--- src/hdl/bm25_pkg.sv ---
// ============================================================================
// BM25 score accumulator package
// Shared types and constants of the BM25 weight and score accumulator.
// ============================================================================
package bm25_pkg;

   localparam logic [31:0] LOG10_2_Q32 = 32'd1292913986;

   // Configuration register indexes.
   localparam logic [1:0] REG_DOC_COUNT = 2'd0;
   localparam logic [1:0] REG_AVG_LEN   = 2'd1;
   localparam logic [1:0] REG_K_FACTOR  = 2'd2;
   localparam logic [1:0] REG_B_FACTOR  = 2'd3;

   typedef struct packed {
      logic [15:0] doc_id;
      logic [15:0] term_freq;
      logic [23:0] doc_freq;
      logic [23:0] doc_len;
      logic        first_term;
   } req_type;

   typedef struct packed {
      logic [15:0] out_doc_id;
      logic [23:0] term_weight;
      logic [31:0] doc_score;
      logic        score_saturated;
   } rsp_type;

   // Commands from the controller to the datapath.
   typedef struct packed {
      logic load;       // capture the request and prepare operands
      logic log_init;   // start a logarithm (select by log_sel)
      logic log_sel;    // 0: doc_count, 1: doc_freq
      logic log_step;   // one squaring step
      logic log_save;   // store the finished logarithm
      logic idf_calc;   // form the idf from both logarithms
      logic norm_init;  // start norm division
      logic div_step;   // one restoring division step
      logic den_calc;   // no datapath action; numerator and denominator are combinational
      logic ratio_init; // start ratio division
      logic mul_calc;   // weight = idf * ratio
      logic mem_read;   // read the old score
      logic finish;     // form the result
   } cmd_type;

   typedef struct packed {
      logic absent;
   } sts_type;

endpackage

--- src/hdl/bm25_ctrl.sv ---
// ============================================================================
// BM25 controller
// Sequences logarithms, divisions, multiplication and the score update.
// ============================================================================
module bm25_ctrl (
   input  logic               clock,
   input  logic               reset,
   input  logic               req_valid,
   output logic               req_ready,
   output logic               rsp_valid,
   input  logic               rsp_ready,
   input  bm25_pkg::sts_type  sts,
   output bm25_pkg::cmd_type  cmd
);
   import bm25_pkg::*;

   typedef enum logic [3:0] {
      S_IDLE, S_LOGN, S_LOGD, S_IDF, S_NORM, S_DEN, S_RATIO,
      S_MUL, S_READ, S_DONE, S_OUT
   } state_type;

   state_type  state_ff, state_in;
   logic [5:0] cnt_ff, cnt_in;
   logic       rsp_valid_ff, rsp_valid_in;

   // Next state and command decode.
   always_comb begin
      state_in     = state_ff;
      cnt_in       = cnt_ff;
      rsp_valid_in = rsp_valid_ff;
      cmd          = '0;
      case (state_ff)
         S_IDLE: begin
            if (req_valid) begin
               cmd.load = 1'b1;
               state_in = S_LOGN;
               cnt_in   = 6'd0;
            end
         end
         S_LOGN: begin
            if (cnt_ff == 6'd0) begin
               cmd.log_init = 1'b1;
               cnt_in = 6'd1;
            end else begin
               cmd.log_step = 1'b1;
               cnt_in = cnt_ff + 6'd1;
               if (cnt_ff == 6'd17) begin
                  cmd.log_step = 1'b0;
                  cmd.log_save = 1'b1;
                  state_in = S_LOGD;
                  cnt_in = 6'd0;
               end
            end
         end
         S_LOGD: begin
            cmd.log_sel = 1'b1;
            if (cnt_ff == 6'd0) begin
               cmd.log_init = 1'b1;
               cnt_in = 6'd1;
            end else begin
               cmd.log_step = 1'b1;
               cnt_in = cnt_ff + 6'd1;
               if (cnt_ff == 6'd17) begin
                  cmd.log_step = 1'b0;
                  cmd.log_save = 1'b1;
                  state_in = S_IDF;
               end
            end
         end
         S_IDF: begin
            cmd.idf_calc  = 1'b1;
            cmd.norm_init = 1'b1;
            state_in = S_NORM;
            cnt_in   = 6'd0;
         end
         S_NORM: begin
            cmd.div_step = 1'b1;
            cnt_in = cnt_ff + 6'd1;
            if (cnt_ff == 6'd36) state_in = S_DEN;
         end
         S_DEN: begin
            cmd.den_calc = 1'b1;
            state_in = S_RATIO;
            cnt_in = 6'd0;
         end
         S_RATIO: begin
            if (cnt_ff == 6'd0) begin
               cmd.ratio_init = 1'b1;
               cnt_in = 6'd1;
            end else begin
               cmd.div_step = 1'b1;
               cnt_in = cnt_ff + 6'd1;
               if (cnt_ff == 6'd61) state_in = S_MUL;
            end
         end
         S_MUL: begin
            cmd.mul_calc = 1'b1;
            state_in = S_READ;
         end
         S_READ: begin
            cmd.mem_read = 1'b1;
            state_in = S_DONE;
         end
         S_DONE: begin
            cmd.finish   = 1'b1;
            rsp_valid_in = 1'b1;
            state_in     = S_OUT;
         end
         S_OUT: begin
            if (rsp_ready) begin
               rsp_valid_in = 1'b0;
               state_in = S_IDLE;
            end
         end
         default: state_in = S_IDLE;
      endcase
      if (state_ff == S_LOGN && cnt_ff == 6'd0 && sts.absent) begin
         cmd.log_init = 1'b0;
         state_in = S_READ;
      end
   end

   assign req_ready = (state_ff == S_IDLE);
   assign rsp_valid = rsp_valid_ff;

   // State and registered outputs.
   always_ff @(posedge clock) begin
      if (reset) begin
         state_ff     <= S_IDLE;
         cnt_ff       <= '0;
         rsp_valid_ff <= 1'b0;
      end else begin
         state_ff     <= state_in;
         cnt_ff       <= cnt_in;
         rsp_valid_ff <= rsp_valid_in;
      end
   end
endmodule

--- config.mk ---
export PLATFORM = sky130hd
export DESIGN_NAME = bm25_ctrl
export DESIGN_NICKNAME = d
export VERILOG_FILES = /design/src/hdl/bm25_pkg.sv /design/src/hdl/bm25_ctrl.sv
export SDC_FILE = /design/constraint.sdc
export NUM_CORES = 1
export LEC_CHECK = 0
export BUFFER_PORTS_ARGS = -buffer_cell sky130_fd_sc_hd__buf_2
export CAP_MARGIN = 40
export CORE_UTILIZATION = 57
export DETAILED_ROUTE_END_ITERATION = 8
export GPL_TIMING_DRIVEN = 0
export PLACE_DENSITY = 0.81
export REMOVE_ABC_BUFFERS = 1
export SLEW_MARGIN = 20
export SYNTH_ARGS = -nofsm -noshare
export SYNTH_HDL_FRONTEND = slang
export SYNTH_SLANG_ARGS = --single-unit
--- constraint.sdc ---
create_clock -name clock -period 2.7 [get_ports clock]
set_input_delay 0.675 -clock clock [delete_from_list [all_inputs] [get_ports clock]]
set_output_delay 0.675 -clock clock [all_outputs]
set_load 0.02 [all_outputs]
# Yosys cells after proc, flatten, opt, wreduce, memory -nomap -nowiden

Cells that the tools add are included.

Reductions and logical operators: 14
Muxes and demuxes: 35
$add $sub $neg: 1
Equality and inequality tests: 31

Operators by type and width:

| kind                                                            | number |
|---|---|
| 4-bit one-hot mux with 11 select lines                          | 1 |
| 4-bit two-way mux                                               | 10 |
| 6-bit one-hot mux with 5 select lines                           | 1 |
| 6-bit two-way mux                                               | 4 |
| 2-bit != test, second input constant                            | 9 |
| 3-bit != test, second input constant                            | 6 |
| 9-bit AND reduction                                             | 2 |
| 4-bit by 3-bit == test with 1-bit output, second input constant | 4 |
| 1-bit two-way mux                                               | 13 |
| 4-bit == test, second input constant                            | 3 |
| 6-bit == test, second input constant                            | 2 |
| 3-bit by 2-bit != test with 1-bit output, second input constant | 3 |
| 4-bit by 2-bit == test with 1-bit output, second input constant | 2 |
| 2-bit two-way mux                                               | 4 |
| 2-bit OR reduction                                              | 4 |
| 6-bit by 1-bit adder with 6-bit output, second input constant   | 1 |
| 6-bit by 5-bit == test with 1-bit output, second input constant | 1 |
| 6-bit logical NOT                                               | 1 |
| 5-bit nonzero test                                              | 1 |
| 4-bit by 1-bit == test with 1-bit output, second input constant | 1 |
| 4-bit logical NOT                                               | 1 |
| 1-bit one-hot mux with 2 select lines                           | 2 |
| 2-bit AND reduction                                             | 2 |
| 1-bit logical AND                                               | 2 |
| 2-bit nonzero test                                              | 1 |

Register bits after elaboration: 11
Logic and storage cells: 85
Output and inout bits: 15
Input bits: 5

# Logic depth before layout (Yosys ltp)

Gate-level depths: netlist (run 1).

Depth in word-level cells: 5
Gate-level depth with buffers: 7
Mapped depth without buffers: 7

# Least setup slack after synthesis (run 1)

No wires, ideal clock.

Path kind: register -> output
Start point: register state_ff[1]
End point: output port cmd[12] in the netlist's numbering
Slack: 228 ps
Data required time: 2025 ps
Arrival: 1797 ps
Buffers on the path: 2
Stages on the path, launching flop included: 5
Cells stage by stage: dfxtp_1 > buf_2 > buf_1 > nor4_1 > and2_1

RTL lines:

| element                | line             | RTL |
|---|---|---|
| from (decl)            | bm25_ctrl.sv:22  | `state_type state_ff, state_in;` |
| from (signal assigned) | bm25_ctrl.sv:133 | `state_ff <= state_in;` |
| to (decl)              | bm25_ctrl.sv:13  | `output bm25_pkg::cmd_type cmd` |

==> flow_summary.toml, run 1 <==
[cts]
cts_root_buf = "sky130_fd_sc_hd__clkbuf_4"
clock_pin_transition_on_the_worst_setup_and_hold_timing_paths_ns = 0.08
cts_inserted_buffers = 3
clk-insertion-delay-late_ns = 0.28
clock_tree.buffer_depth = 2
cts-hold-fix-buffers = 0
cts_tree = "built"
cts_resized = 0
htree_levels = 1
cts_sinks = 11
postCtsSetupRepairBufs = 0

[grt]
grt_overflow = 0
track_usage = 0.289
grt_first_pass_wirelength_um = 4110
maximum_number_of_pins_on_one_net_before_global_route_repair = 24
grt_antenna_before_repair = 0
vias_in_the_first_global_route = 939

[setup_path]
worst-endpoint-required_ns = 2.03
crit_fanout = 6
worst_setup_path_end_kind = "primary output"
worst_path_arrival_ns = 1.83
cell_with_the_largest_stage_delay_on_the_worst_path = "sky130_fd_sc_hd__or3_4"
crit_family = "simple AND/OR/NAND/NOR gates"
critPathKind = "reg2out"
crit_chain = "or3_4 > or2_2 > a311oi_1 > buf_2"
path_buf_inv = 1
critical_path.startpoint_type = "flop"
worst_path_largest_cell_delay_ns = 0.46

[floorplan]
placeableCoreArea_um2 = 1540
height_of_the_die_um = 43.1
initial_core_util = 0.626
chipWidth_um = 43.1
overall_die_area_um2 = 1860
top_level_ports = 20
placement_rows = 14

[timing]
final.min_clock_period_ns = 2.51
post-route-worst-setup-slack_ns = 0.195
report.final.setup_viol = 0
final_cycle_utilization_of_the_critical_path = 0.928
slew_viol_final = 0
max-slew-margin-rel = 0.524
slew_at_the_pin_with_the_worst_max_slew_slack_ns = 0.712
timing.final.hold_violations = 0
fin_tns_setup_ns = 0
skew_ns = 0.00157
fin_hold_ws_ns = 0.518
achievable-frequency_mhz = 399
unrepaired_setup_endpoints_after_global_routing = "false"

[layout]
finish.net_count = 149
area.growth.synth_to_final_pct = 8.82
num_antenna_cells = 0
final_layout_size_suffix_gt1_frac = 0.257
utilization = 0.681
fillCellCount = 143

[logic_synthesis]
postSynth.topFlopCell = "sky130_fd_sc_hd__dfxtp_1"
synthesis.yosys.warnings = 0
yosys.cell_count.top_type = "sky130_fd_sc_hd__nor2_1"
synth.yosys.seq_area_share = 0.228
synthTopCellsByCount = "15 x sky130_fd_sc_hd__nor2_1, 11 x sky130_fd_sc_hd__dfxtp_1, 11 x sky130_fd_sc_hd__nand2_1"
synth_area_per_cell_um2 = 7.60
post_synth_inst_count = 127
synth_area_leaders = "sky130_fd_sc_hd__dfxtp_1 23%, sky130_fd_sc_hd__nor2_1 5.8%, sky130_fd_sc_hd__nand2_1 4.3%"
ys_ff_latch = 11
async_sr_flop_fraction = 0
synthDominantCellAreaShare = 0.228
synth-edff-count = 0
netlist_area_um2 = 965
yosysUniqueCellTypes = 49
synthDominantAreaCellType = "sky130_fd_sc_hd__dfxtp_1"

[power_and_ir_drop]
power_density_nw_per_um2 = 803
ir_drop_uv = 672
static-leakage-power_nw = 0.450
power.total_mw = 0.843

[detailed_routing]
drt_iter0_drc = 31
postRouteWirelength_um = 2340
detail_route.first_pass.iterations = 4
postRouteAntennaNets = 0
route.vias.total = 1009
wl_per_cell_um = 15.0
remaining_drc_errors = 0
routed_via_density = 6.47

[run_status]
outcome = "finished clean"

[flow_run]
maximum_capacitance_violations = 0

[placement]
place_ws_ns = 0.391
port_buffers = 19
gp_congestion = 0.874
dp_hpwl_um = 1620

[min_path]
worst_min_path_class = "reg2reg"
## placed cells by master (no fill, tap or decap), types with 2 or more instances in the layout
master / count
sky130_fd_sc_hd__a2111o_1: 2
sky130_fd_sc_hd__a211o_1: 4
sky130_fd_sc_hd__a211oi_1: 3
sky130_fd_sc_hd__a21oi_1: 4
sky130_fd_sc_hd__buf_2: 19
sky130_fd_sc_hd__clkbuf_4: 3
sky130_fd_sc_hd__dfxtp_1: 9
sky130_fd_sc_hd__dfxtp_2: 2
sky130_fd_sc_hd__ha_1: 3
sky130_fd_sc_hd__inv_1: 7
sky130_fd_sc_hd__nand2_1: 11
sky130_fd_sc_hd__nand3_1: 4
sky130_fd_sc_hd__nand4_1: 2
sky130_fd_sc_hd__nor2_1: 15
sky130_fd_sc_hd__nor2_4: 2
sky130_fd_sc_hd__nor3_1: 7
sky130_fd_sc_hd__nor4_1: 6
sky130_fd_sc_hd__o21ai_0: 2
sky130_fd_sc_hd__o21bai_1: 2
sky130_fd_sc_hd__or2_2: 3
sky130_fd_sc_hd__or3_1: 2
sky130_fd_sc_hd__xnor2_1: 2
## final cells by class
type                       count  area [µm²]  share of cell area
multi-input combinational     99         658               0.627
sequential                    11         223               0.212
timing repair buffer          19        95.1              0.0906
inverter                       7        26.3              0.0250
clock buffer                   3        22.5              0.0215
tap                           16        20.0              0.0191
clock inverter                 1        5.00             0.00477
## power breakdown
part | internal, mW | leakage, nW | switching [mW]
combinational | 0.179 | 0.342 | 0.266
clock | 0.0551 | 0.0177 | 0.0695
sequential | 0.186 | 0.0900 | 0.0871
total | 0.421 | 0.450 | 0.422
## layer usage
| layer | routed length, µm | GRT usage | part of all wire |
|---|---|---|---|
| met5 | 0 | 0 | 0 |
| met4 | 40 | 0.121 | 0.017 |
| met3 | 134 | 0.0383 | 0.057 |
| met2 | 1120 | 0.466 | 0.48 |
| met1 | 1040 | 0.383 | 0.45 |
## state kept, by name, indices dropped and copies added, names as in the netlist
register   flops
cnt_ff         6
state_ff       4
rsp_valid      1
## worst paths after layout
kind                                  end  slack [ns]   startpoint  depth (start not counted)
worst max-delay path              cmd[11]        0.19    cnt_ff[5]                          4
worst min-delay path            rsp_valid        0.52    rsp_valid                          2
worst max register to register  cnt_ff[2]        0.68  state_ff[2]                          5
worst min register to register  rsp_valid        0.52    rsp_valid                          2
## tightest hold or removal path: stages, from the launching register on
cell                       delay [ns]
sky130_fd_sc_hd__dfxtp_1         0.33
sky130_fd_sc_hd__o41ai_1         0.07
sky130_fd_sc_hd__a211oi_1        0.07
## logic make-up after synthesis
family	count (synthesis)	share of synthesized area
AO/OA/AOI/OAI	33	0.285
XOR/XNOR	3	0.0272
adder cells (fa/ha/maj)	3	0.0389
buffers and inverters	17	0.0895
flip-flops	11	0.228
AND/OR/NAND/NOR	60	0.331
## metrics by stage
stage / std cells / area [µm²]
after floorplan: 117 / 905
after global placement: 152 / 1020
after detailed placement: 152 / 1020
after CTS: 156 / 1050
after global routing: 156 / 1050
final: 156 / 1050
(Power assumes the default switching activity.)
==> run 2: changes to the inputs <==
Settings changed: CORE_UTILIZATION 57 to 53, PLACE_DENSITY 0.81 to 0.76.
Clock period 2.7 ns to 2.4 ns, I/O delays scaled along.
==> run 2 against run 1 <==
  * Core utilization is 4.4 points lower
  * Worst setup slack worse by 0.12 ns
  * Total power is 11% higher
  * Flip-flop and latch count stayed put
  * Wire length is 5.7% lower
  * Critical endpoint unchanged
  * Largest cell class unchanged
==> flow_summary.toml, run 2 (synthesis gave the netlist of run 1 again) <==
[run_status]
outcome = "finished clean"

[cts]
clock_tree.buffer_depth = 2
htree_levels = 1
cts_inserted_buffers = 3
clk-insertion-delay-late_ns = 0.27
cts_root_buf = "sky130_fd_sc_hd__clkbuf_4"
cts_tree = "built"
clock_pin_transition_on_the_worst_setup_and_hold_timing_paths_ns = 0.07
cts_sinks = 11

[placement]
placed_cells_incl_taps = 161
place_ws_ns = 0.161
gp_congestion = 0.819
dp_hpwl_um = 1540
port_buffers = 19

[floorplan]
top_level_ports = 20
placeableCoreArea_um2 = 1710
overall_die_area_um2 = 1990
placement_rows = 15
chipWidth_um = 44.7
height_of_the_die_um = 44.7
initial_core_util = 0.565

[setup_path]
worst_setup_path_end_kind = "primary output"
worst_path_arrival_ns = 1.72
crit_chain = "or3_4 > or2_2 > a311oi_2 > buf_4"
critical_path.startpoint = "cnt_ff[2]"
critPathKind = "reg2out"
crit_family = "simple AND/OR/NAND/NOR gates"
crit_fanout = 6
critical_path.startpoint_type = "flop"
cell_with_the_largest_stage_delay_on_the_worst_path = "sky130_fd_sc_hd__or3_4"
reg2reg_from = "cnt_ff[2]"
path_buf_inv = 1
worst_path_largest_cell_delay_ns = 0.41
worst-endpoint-required_ns = 1.80

[layout]
num_antenna_cells = 0
regMostFlops = "cnt_ff"
mostFrequentLayoutCells = "18 x sky130_fd_sc_hd__buf_2, 15 x sky130_fd_sc_hd__nor2_1, 11 x sky130_fd_sc_hd__nand2_1, 7 x sky130_fd_sc_hd__nor3_1"
layout.cells.non_filler = 167
fillCellCount = 162
finish.net_count = 151
area.growth.synth_to_final_pct = 12.7
commonest_non_fill_non_tap_cell_in_the_layout = "sky130_fd_sc_hd__buf_2"
largest_register_ffs = 6
final_layout_size_suffix_gt1_frac = 0.296

[timing]
slew_at_the_pin_with_the_worst_max_slew_slack_ns = 0.567
skew_ns = 0.00170
final_cycle_utilization_of_the_critical_path = 0.969
post-route-worst-setup-slack_ns = 0.0755
fin_hold_ws_ns = 0.503
final.min_clock_period_ns = 2.32
max-slew-margin-rel = 0.621
report.final.setup_viol = 0
timing.final.hold_violations = 0
achievable-frequency_mhz = 430
unrepaired_setup_endpoints_after_global_routing = "false"
slew_viol_final = 0
fin_tns_setup_ns = 0

[detailed_routing]
postRouteWirelength_um = 2200
wl_per_cell_um = 13.2
detail_route.first_pass.iterations = 4
routed_via_density = 5.98
route.vias.total = 998
remaining_drc_errors = 0
drt_iter0_drc = 21
postRouteAntennaNets = 0

[power_and_ir_drop]
ir_drop_uv = 460
power_density_nw_per_um2 = 862
power.total_mw = 0.937
static-leakage-power_nw = 0.461

[min_path]
worst_min_path_class = "reg2reg"
launch_point_of_the_worst_hold_path = "cnt_ff[5]"

[grt]
grt_first_pass_wirelength_um = 3350
grt_antenna_before_repair = 0
vias_in_the_first_global_route = 785
track_usage = 0.226
grt_overflow = 0
maximum_number_of_pins_on_one_net_before_global_route_repair = 24

[flow_run]
maximum_capacitance_violations = 0
-- run 2: cell count changes in the layout (fill, tap and decap cells not counted), sizes merged --
cell,before,now
buf,19,21
clkbuf,3,4
clkinv,1,0
-- run 2: path summary, 6_finish.rpt --
kind	slack, ns	endpoint	depth (start not counted)
worst max register to register	0.60	cnt_ff[3]	6
worst min-delay path	0.50	cnt_ff[5]	1
worst min register to register	0.50	cnt_ff[5]	1
worst max-delay path	0.08	cmd[11]	4
-- run 2: final cells by class --
cell class	count	area (µm²)	share of cell area
clock buffers	4	26.3	0.0242
inverters	7	26.3	0.0242
repair buffers	21	113	0.104
well taps	25	31.3	0.0288
multi-input cells	99	664	0.611
flip-flops and latches	11	226	0.208
-- run 2: timing repair --
item | CTS | global route
buffers inserted | 2 | 0
pin swaps | 1 | 0
hold buffers | 0 | 0
endpoints found under the setup margin | 2 | 4
resized for setup | 2 | 6
-- run 2: metrics by stage --
stage	area (µm²)	utilization
6_report	1090	0.637
5_1_grt	1090	0.637
4_1_cts	1070	0.629
3_5_place_dp	1030	0.604
3_3_place_gp	1030	0.604
2_1_floorplan	905	-
-- run 2: metal layers --
layer,GRT usage,part of all wire
met2,0.371,0.46
met4,0.0606,0.0073
met5,0,0
met3,0.0367,0.059
met1,0.305,0.47
-- run 2: report_power, final --
part	switching (mW)	internal [mW]
Clock	0.0644	0.0644
Sequential	0.0958	0.210
Combinational	0.291	0.211
==> run 3: changes to the inputs <==
Settings changed: CORE_UTILIZATION 53 to 56, CTS_BUF_LIST set to sky130_fd_sc_hd__clkbuf_8, PLACE_DENSITY 0.76 to 0.79.
==> run 3 against run 2 <==
  * The run now ends with design-rule violations left
  * Via count rose by 0.10%
  * Flip-flop and latch count is the same
  * Sequential power about the same
  * Critical endpoint is now cmd[8]
==> flow_summary.toml, run 3 (synthesis gave the netlist of run 1 again) <==
[power_and_ir_drop]
internal_power_mw = 0.531
ir_drop_uv = 535
seq_power_share = 0.309
power_density_nw_per_um2 = 915
pwr-share-comb = 0.495
switching_power_mw = 0.471
static-leakage-power_nw = 0.471
swShare = 0.470
clkPwrFrac = 0.197

[layout]
regMostFlops = "cnt_ff"
largest_register_ffs = 6
fillCellCount = 127
area.growth.synth_to_final_pct = 13.5
mostFrequentLayoutCells = "18 x sky130_fd_sc_hd__buf_2, 15 x sky130_fd_sc_hd__nor2_1, 11 x sky130_fd_sc_hd__nand2_1"
commonest_non_fill_non_tap_cell_in_the_layout = "sky130_fd_sc_hd__buf_2"
finish.net_count = 151
final_layout_size_suffix_gt1_frac = 0.289
num_antenna_cells = 0

[setup_path]
reg2reg_from = "state_ff[3]"
worst_path_arrival_ns = 1.74
reg2regPathDepth = 5
worst_r2r_endpoint = "state_ff[0]"
worst_setup_path_end_kind = "primary output"
critical_path.startpoint = "cnt_ff[3]"
crit_fanout = 8
worst_setup_path_endpoint = "cmd[8]"
critical_path.startpoint_type = "flop"
critPathKind = "reg2out"
r2r_slack_ns = 0.52
worst-endpoint-required_ns = 1.80

[grt]
grt_first_pass_wirelength_um = 3660
maximum_number_of_pins_on_one_net_before_global_route_repair = 24
vias_in_the_first_global_route = 830
grt_overflow = 0
track_usage = 0.259
grt_antenna_before_repair = 0

[cts]
cts_inserted_buffers = 3
clk-insertion-delay-late_ns = 0.25
cts_root_buf = "sky130_fd_sc_hd__clkbuf_8"
cts_tree = "built"
cts_sinks = 11
clock_pin_transition_on_the_worst_setup_and_hold_timing_paths_ns = 0.06
htree_levels = 1
clock_tree.buffer_depth = 2

[timing]
slew_viol_final = 0
report.final.setup_viol = 0
timing.final.hold_violations = 0
unrepaired_setup_endpoints_after_global_routing = "false"
skew_ns = 0.00346
fin_tns_setup_ns = 0
max-slew-margin-rel = 0.615
final.min_clock_period_ns = 2.34
final_cycle_utilization_of_the_critical_path = 0.976
fin_hold_ws_ns = 0.525
achievable-frequency_mhz = 427
slew_at_the_pin_with_the_worst_max_slew_slack_ns = 0.576

[detailed_routing]
route.vias.total = 999
remaining_drc_errors = 7
postRouteAntennaNets = 0
postRouteWirelength_um = 2270
drt_iter0_drc = 33
detail_route.first_pass.iterations = 6
routed_via_density = 6.32
wl_per_cell_um = 14.4

[floorplan]
chipWidth_um = 43.5
height_of_the_die_um = 43.5
placement_rows = 14
initial_core_util = 0.619
overall_die_area_um2 = 1890
top_level_ports = 20
placeableCoreArea_um2 = 1560

[flow_run]
maximum_capacitance_violations = 0

[placement]
gp_congestion = 0.834
port_buffers = 19
dp_hpwl_um = 1540

[min_path]
worst_min_path_class = "reg2reg"

[run_status]
failed_checks = "design-rule violations"
outcome = "finished with violations"
-- run 3: how the worst min path moves through the flow --
| stage | start | end | slack (ns) | cells after the start |
|---|---|---|---|---|
| floorplan | cnt_ff[1] | cnt_ff[1] | 0.50 | 2 |
| global placement | rsp_valid | rsp_valid | 0.47 | 2 |
| detailed placement | rsp_valid | rsp_valid | 0.51 | 2 |
| CTS | rsp_valid | rsp_valid | 0.52 | 2 |
| global route | rsp_valid | rsp_valid | 0.55 | 2 |
| finish | rsp_valid | rsp_valid | 0.52 | 2 |
-- run 3: metal layers --
layer | vias up | GRT usage | wire [µm]
li1 | 500 | - | -
met1 | 457 | 0.348 | 1080
met2 | 37 | 0.403 | 1020
met3 | 5 | 0.0500 | 141
met4 | 0 | 0.119 | 34
met5 | - | 0 | 0
-- run 3: area by class of cell --
type	instances	area [µm²]	area share
Multi-Input combinational cell	99	664	0.607
Sequential cell	11	225	0.206
Timing Repair Buffer	21	113	0.103
Clock buffer	3	41.3	0.0377
Inverter	7	26.3	0.0240
Tap cell	16	20.0	0.0183
Clock inverter	1	5.00	0.00457
-- run 3: power by group through the flow --
stage | combinational (mW) | sequential, mW | clock, mW
after floorplan | 0.382 | 0.280 | 0
after detailed placement | 0.482 | 0.306 | 0
after CTS | 0.484 | 0.303 | 0.199
after global placement | 0.477 | 0.303 | 0
after global routing | 0.541 | 0.318 | 0.207
final | 0.496 | 0.309 | 0.197
-- run 3: repair_timing --
action	4_1_cts	5_1_grt
resized for setup	1	5
gates cloned	0	0
pin swaps	0	1
setup endpoints to repair	2	3
setup buffers	0	2
hold buffers	0	0
-- run 3: metrics by stage --
stage / area [µm²] / cells / total power [mW] / util / setup slack [ns]
after detailed placement: 1020 / 152 / 0.789 / 0.654 / 0.177
after CTS: 1070 / 156 / 0.986 / 0.685 / 0.00755
after global placement: 1020 / 152 / 0.780 / 0.654 / 0.205
after floorplan: 905 / 117 / 0.662 / - / 0.109
final: 1090 / 158 / 1.00 / 0.702 / 0.0580
after global routing: 1090 / 158 / 1.07 / 0.702 / 0.00287
-- run 3: critical path, cell delays in order, from the launching register on --
cell	delay, ns
sky130_fd_sc_hd__dfxtp_2	0.35
sky130_fd_sc_hd__or3_4	0.42
sky130_fd_sc_hd__buf_4	0.16
sky130_fd_sc_hd__or2_2	0.30
sky130_fd_sc_hd__nor2_1	0.11
sky130_fd_sc_hd__buf_4	0.15
